==> config.mk <==
export PLATFORM = sky130hd
export DESIGN_NAME = att_ctrl
export DESIGN_NICKNAME = d
export VERILOG_FILES = /design/src/rtl/att_pkg.sv /design/src/rtl/att_ctrl.sv
export SDC_FILE = /design/constraint.sdc
export NUM_CORES = 1
export LEC_CHECK = 0
export BUFFER_PORTS_ARGS = -buffer_cell sky130_fd_sc_hd__buf_4
export CORE_MARGIN = 1.5
export CORE_UTILIZATION = 45
export DETAILED_ROUTE_END_ITERATION = 10
export PLACE_DENSITY = 0.82
export SYNTH_ARGS = -nofsm -noshare
export SYNTH_HDL_FRONTEND = slang
export SYNTH_SLANG_ARGS = --single-unit
export TNS_END_PERCENT = 5
==> constraint.sdc <==
create_clock -name clk_i -period 3.2 [get_ports clk_i]
set_input_delay 0.32 -clock clk_i [delete_from_list [all_inputs] [get_ports clk_i]]
set_output_delay 0.32 -clock clk_i [all_outputs]
set_load 0.05 [all_outputs]
==> src/rtl/att_pkg.sv <==
// shared types and constants for the allocation tracking table
// field widths, opcode and status codes, table entry layout
`timescale 1ns / 1ps

package att_pkg;

  localparam int DEFAULT_DEPTH = 64;

  localparam int OP_W     = 2;
  localparam int KEY_W    = 48;
  localparam int LEN_W    = 32;
  localparam int STATUS_W = 2;
  localparam int COUNT_W  = 7;

  localparam int IN_TDATA_W  = 88;
  localparam int OUT_TDATA_W = 16;

  localparam logic [OP_W-1:0] OP_INSERT = 2'd0;
  localparam logic [OP_W-1:0] OP_REMOVE = 2'd1;
  localparam logic [OP_W-1:0] OP_CHECK  = 2'd2;

  localparam logic [STATUS_W-1:0] ST_OK        = 2'd0;
  localparam logic [STATUS_W-1:0] ST_NOT_FOUND = 2'd1;
  localparam logic [STATUS_W-1:0] ST_FULL      = 2'd2;
  localparam logic [STATUS_W-1:0] ST_ZERO_KEY  = 2'd3;

  typedef struct packed {
    logic [KEY_W-1:0] key;
    logic [LEN_W-1:0] len;
  } entry_t;

  typedef struct packed {
    logic [COUNT_W-1:0]  entry_count;
    logic [STATUS_W-1:0] status;
  } result_t;

endpackage

==> src/rtl/att_ctrl.sv <==
// operation sequencer: insert append, linear key scan, swap-remove move
// depends on att_pkg; drives the entry ram ports
`timescale 1ns / 1ps

module att_ctrl #(
  parameter int TABLE_DEPTH = att_pkg::DEFAULT_DEPTH,
  parameter int IDX_W       = $clog2(TABLE_DEPTH)
) (
  input  logic                       clk_i,
  input  logic                       rst_ni,
  input  logic                       in_valid_i,
  output logic                       in_ready_o,
  input  logic [att_pkg::OP_W-1:0]   in_op_i,
  input  logic [att_pkg::KEY_W-1:0]  in_key_i,
  input  logic [att_pkg::LEN_W-1:0]  in_len_i,
  output logic [IDX_W-1:0]           rd_addr_o,
  input  att_pkg::entry_t            rd_data_i,
  output logic                       wr_en_o,
  output logic [IDX_W-1:0]           wr_addr_o,
  output att_pkg::entry_t            wr_data_o,
  output logic                       res_valid_o,
  input  logic                       res_ready_i,
  output att_pkg::result_t           res_o
);
  import att_pkg::*;

  localparam int CNT_W = $clog2(TABLE_DEPTH + 1);

  typedef enum logic [1:0] {
    S_IDLE,
    S_SCAN,
    S_MOVE,
    S_DONE
  } state_e;

  state_e              state_q, state_d;
  logic [CNT_W-1:0]    count_q, count_d;
  logic [IDX_W-1:0]    idx_q, idx_d;
  logic [IDX_W-1:0]    pos_q, pos_d;
  logic [KEY_W-1:0]    key_q, key_d;
  logic                is_check_q, is_check_d;
  logic [STATUS_W-1:0] status_q, status_d;

  logic [CNT_W-1:0] count_m1;
  logic [IDX_W-1:0] last_idx;
  logic             hit;

  assign count_m1 = count_q - CNT_W'(1);
  assign last_idx = count_m1[IDX_W-1:0];
  assign hit      = (rd_data_i.key == key_q);

  always_comb begin
    state_d    = state_q;
    count_d    = count_q;
    idx_d      = idx_q;
    pos_d      = pos_q;
    key_d      = key_q;
    is_check_d = is_check_q;
    status_d   = status_q;
    rd_addr_o  = '0;
    wr_en_o    = 1'b0;
    wr_addr_o  = count_q[IDX_W-1:0];
    wr_data_o  = '{key: in_key_i, len: in_len_i};

    unique case (state_q)
      S_IDLE: begin
        if (in_valid_i) begin
          key_d      = in_key_i;
          is_check_d = (in_op_i == OP_CHECK);
          idx_d      = '0;
          priority if (in_key_i == '0) begin
            status_d = ST_ZERO_KEY;
            state_d  = S_DONE;
          end else if (in_op_i == OP_INSERT) begin
            if (count_q == CNT_W'(TABLE_DEPTH)) begin
              status_d = ST_FULL;
            end else begin
              wr_en_o  = 1'b1;
              count_d  = count_q + CNT_W'(1);
              status_d = ST_OK;
            end
            state_d = S_DONE;
          end else if (in_op_i == OP_REMOVE || in_op_i == OP_CHECK) begin
            if (count_q == '0) begin
              status_d = ST_NOT_FOUND;
              state_d  = S_DONE;
            end else begin
              state_d = S_SCAN;
            end
          end else begin
            status_d = ST_NOT_FOUND;
            state_d  = S_DONE;
          end
        end
      end
      S_SCAN: begin
        rd_addr_o = idx_q + IDX_W'(1);
        if (hit) begin
          pos_d = idx_q;
          if (is_check_q) begin
            status_d = ST_OK;
            state_d  = S_DONE;
          end else begin
            rd_addr_o = last_idx;
            state_d   = S_MOVE;
          end
        end else if (idx_q == last_idx) begin
          status_d = ST_NOT_FOUND;
          state_d  = S_DONE;
        end else begin
          idx_d = idx_q + IDX_W'(1);
        end
      end
      S_MOVE: begin
        wr_en_o   = (last_idx != pos_q);
        wr_addr_o = pos_q;
        wr_data_o = rd_data_i;
        count_d   = count_m1;
        status_d  = ST_OK;
        state_d   = S_DONE;
      end
      S_DONE: begin
        if (res_ready_i) begin
          state_d = S_IDLE;
        end
      end
      default: begin
        state_d = S_IDLE;
      end
    endcase
  end

  always_ff @(posedge clk_i or negedge rst_ni) begin
    if (!rst_ni) begin
      state_q <= S_IDLE;
      count_q <= '0;
    end else begin
      state_q <= state_d;
      count_q <= count_d;
    end
  end

  always_ff @(posedge clk_i) begin
    idx_q      <= idx_d;
    pos_q      <= pos_d;
    key_q      <= key_d;
    is_check_q <= is_check_d;
    status_q   <= status_d;
  end

  assign in_ready_o        = (state_q == S_IDLE);
  assign res_valid_o       = (state_q == S_DONE);
  assign res_o.status      = status_q;
  assign res_o.entry_count = COUNT_W'(count_q);

endmodule

==> impl_metrics.py <==
metrics = {
    "status": {
        "outcome": "finished, final reports clean",
    },
    "cts": {
        "cts_made_buffers": 9,
        "cts_tree": "yes",
        "cts.sinks": 72,
        "clkLatencyLatePin_ns": 0.34,
        "cts_max_level": 3,
        "cts.clk_slew.worst_paths_ns": 0.08,
        "root_buffer": "clkbuf_8",
        "clockBufferDepth": 2,
    },
    "finish": {
        "syn_to_final_growth_pct": 49.8,
        "utilization": 0.691,
        "drive_above_1_share": 0.581,
        "mostFrequentLayoutCell": "buf_4",
        "final_cell_mix": "buf_4 (274), mux2_2 (84), edfxtp_1 (63)",
        "fin_cells": 797,
        "fin_nets": 832,
        "diodes": 0,
    },
    "timing": {
        "skew_ns": 0.00905,
        "fin_crit_sh": 0.942,
        "hold_viol": 0,
        "rsz0062_at_grt": "false",
        "relSlewSlack": 0.600,
        "slew_viol_final": 0,
        "finalSetupViolations": 0,
        "tightest_slew_ns": 0.595,
        "final.min_clock_period_ns": 3.01,
        "setup_tns_ns": 0,
        "max_freq_mhz": 332,
    },
    "global_route": {
        "grt_util_met2": 0.499,
        "antenna_found_initial": 0,
        "global_route.usage.met3": 0.0767,
        "overflow": 0,
        "grt_pass1_wl_mm": 23.0,
        "grt_busiest_layer": "met2",
        "grt_max_degree": 49,
        "grt_pass1_vias": 4286,
        "grtUsageTotal": 0.275,
        "use_met1": 0.308,
    },
    "power_and_ir_drop": {
        "pwr-share-comb": 0.685,
        "p_clk_frac": 0.090,
        "netSwitchingFraction": 0.524,
        "power_density_mw_per_mm2": 962,
        "peakVddDrop_v": 0.000809,
        "leakage_nw": 3.03,
        "seqPwrFrac": 0.224,
        "p_int_mw": 3.24,
        "total_power_mw": 6.81,
        "switchingPower_mw": 3.56,
    },
    "yosys": {
        "syn_area_mm2": 0.00472,
        "yosys_most_used_dff": "edfxtp_1",
        "synth_compound_area_frac": 0.0445,
        "ys_types": 45,
        "synth_fa_ha_area_frac": 0.0265,
        "seq_area_frac_synth": 0.448,
        "synth_edf_count": 63,
        "synth_seq_cells": 72,
        "yosys.area_share.simple": 0.105,
        "synth_top_family_by_area": "multiplexers",
        "yosysWarnings": 0,
        "synthMuxAreaShare": 0.205,
        "avgSynthCellArea_um2": 12.2,
        "synth-async-reset-ratio": 0.125,
        "synth_cells": 388,
        "synth_fp_nets": 564,
        "synthXorXnorAreaFrac": 0.144,
    },
    "die": {
        "core_mm2": 0.0102,
        "die_h_um": 105,
        "num_rows": 37,
        "ios": 270,
        "start_util": 0.461,
        "die_area_mm2": 0.0111,
        "die_x_um": 105,
    },
    "detailed_routing": {
        "initialDrtViolationCount": 254,
        "routed_wl_mm": 15.6,
        "first_pass_iters": 4,
        "drtAntennaViolNets": 0,
        "via_per_inst": 5.34,
        "avgRoutedWirePerCell_um": 19.6,
        "vias": 4252,
        "drc_errors": 0,
    },
    "flow_run": {
        "cap_violations": 0,
    },
    "worst_setup_path": {
        "critPathArrivalTime_ns": 2.69,
        "cp.required_ns": 2.88,
        "path_class": "reg2out",
        "cp_max_fo": 6,
        "r2r-end": "status_q[0]$_DFFE_PP_",
        "r2r_cells": 8,
        "reg2reg_from": "count_q[1]$_DFFE_PN0P_",
        "crit_path_start_kind": "register",
        "cp-end-kind": "output pin",
        "r2r_slack_ns": 0.60,
    },
    "placed_design": {
        "routabilityCongestion": 0.884,
        "hpwl_mm": 12.7,
        "dp.cells": 780,
        "portBuffers": 269,
    },
    "min_path": {
        "hold_depth": 1,
        "worstHoldStart": "in_key_i[28]",
        "holdCritPathClass": "in2reg",
        "min_to": "key_q[28]$_DFFE_PP_",
    },
}
-- power groups by stage --
stage          logic [mW]  registers, mW  clock network (mW)
5_1_grt              4.87           1.55               0.668
3_3_place_gp         4.60           1.53                   0
4_1_cts              4.68           1.53               0.632
6_report             4.66           1.53               0.615
2_1_floorplan        3.21           1.64                   0
3_5_place_dp         4.66           1.54                   0
-- logic make-up after synthesis --
kind of cell,count (synthesis)
and+or+nand+nor,87
DFF,72
buffers and inverters,29
xor gates and xnor gates,75
AOI/OAI and AO/OA,29
adders and majority gates,10
muxes,86
-- worst max-delay path by stage --
stage / startpoint / end / cells past startpoint
finish: key_q[32]$_DFFE_PP_ / rd_addr_o[2] / 7
global route: key_q[32]$_DFFE_PP_ / rd_addr_o[2] / 7
CTS: key_q[24]$_DFFE_PP_ / rd_addr_o[2] / 7
detailed placement: rd_data_i[56] / rd_addr_o[2] / 8
global placement: rd_data_i[64] / rd_addr_o[2] / 8
floorplan: count_q[0]$_DFFE_PN0P_ / rd_addr_o[4] / 6
-- what timing repair did --
item / CTS / global route
setup buffers: 0 / 0
hold buffers: 1 / 0
endpoints found under the setup margin: 0 / 1
gates resized for setup: 0 / 1
hold endpoints to repair: 9 / 0
-- cells in the mapped netlist (3+ instances only) --
master,number,share of area
clkbuf_1,11,0.0087
ha_1,10,0.027
nor2_1,15,0.012
xor2_1,61,0.11
edfxtp_1,63,0.40
mux2_2,84,0.20
nand3_1,8,0.0085
dfrtp_1,9,0.048
a211oi_1,4,0.0064
o21ai_0,5,0.0053
a21oi_1,9,0.0095
nand2_1,10,0.0080
xnor2_1,12,0.022
nor2b_1,6,0.0080
nor4_1,25,0.033
or3_1,3,0.0040
inv_1,10,0.0080
nand4_1,7,0.0093
buf_1,3,0.0024
-- state kept, by name, summed over array words and instances (netlist names) --
| signal | cells |
|---|---|
| key_q | 48 |
| count_q | 7 |
| idx_q | 6 |
| pos_q | 6 |
| state_q | 2 |
| status_q | 2 |
| is_check_q | 1 |
-- stage by stage --
step                      hold WS (ns)  instance area [µm²]  worst slack, ns
after floorplan                 0.0244                 4720            0.106
after CTS                        0.153                 7070            0.125
final                            0.168                 7070            0.185
after detailed placement         0.153                 6890            0.436
after global placement           0.150                 6890            0.451
after global routing             0.138                 7070           0.0288
-- critical path: stages, from the launching register on --
cell       delay, ns
edfxtp_1        0.38
xor2_1          0.18
nor4_1          0.38
nand4_1         0.25
or3_1           0.53
nor3_1          0.22
a2bb2oi_1       0.19
buf_4           0.22
-- per-layer routing --
metal,part of all wire,wire length [µm],vias to the layer above
met4,0.026,408,0
li1,-,-,1978
met1,0.37,5710,2028
met5,0,0,-
met2,0.52,8180,223
met3,0.083,1300,23
-- final cells by class --
type | instances | area [µm²]
timing repair buffer | 276 | 2090
multi-input combinational | 287 | 2500
clock inverter | 6 | 36.3
inverter | 10 | 37.5
clock buffer | 10 | 128
tap | 136 | 170
sequential | 72 | 2120
fill | 763 | 3160
Power figures use the tool's default switching activity.
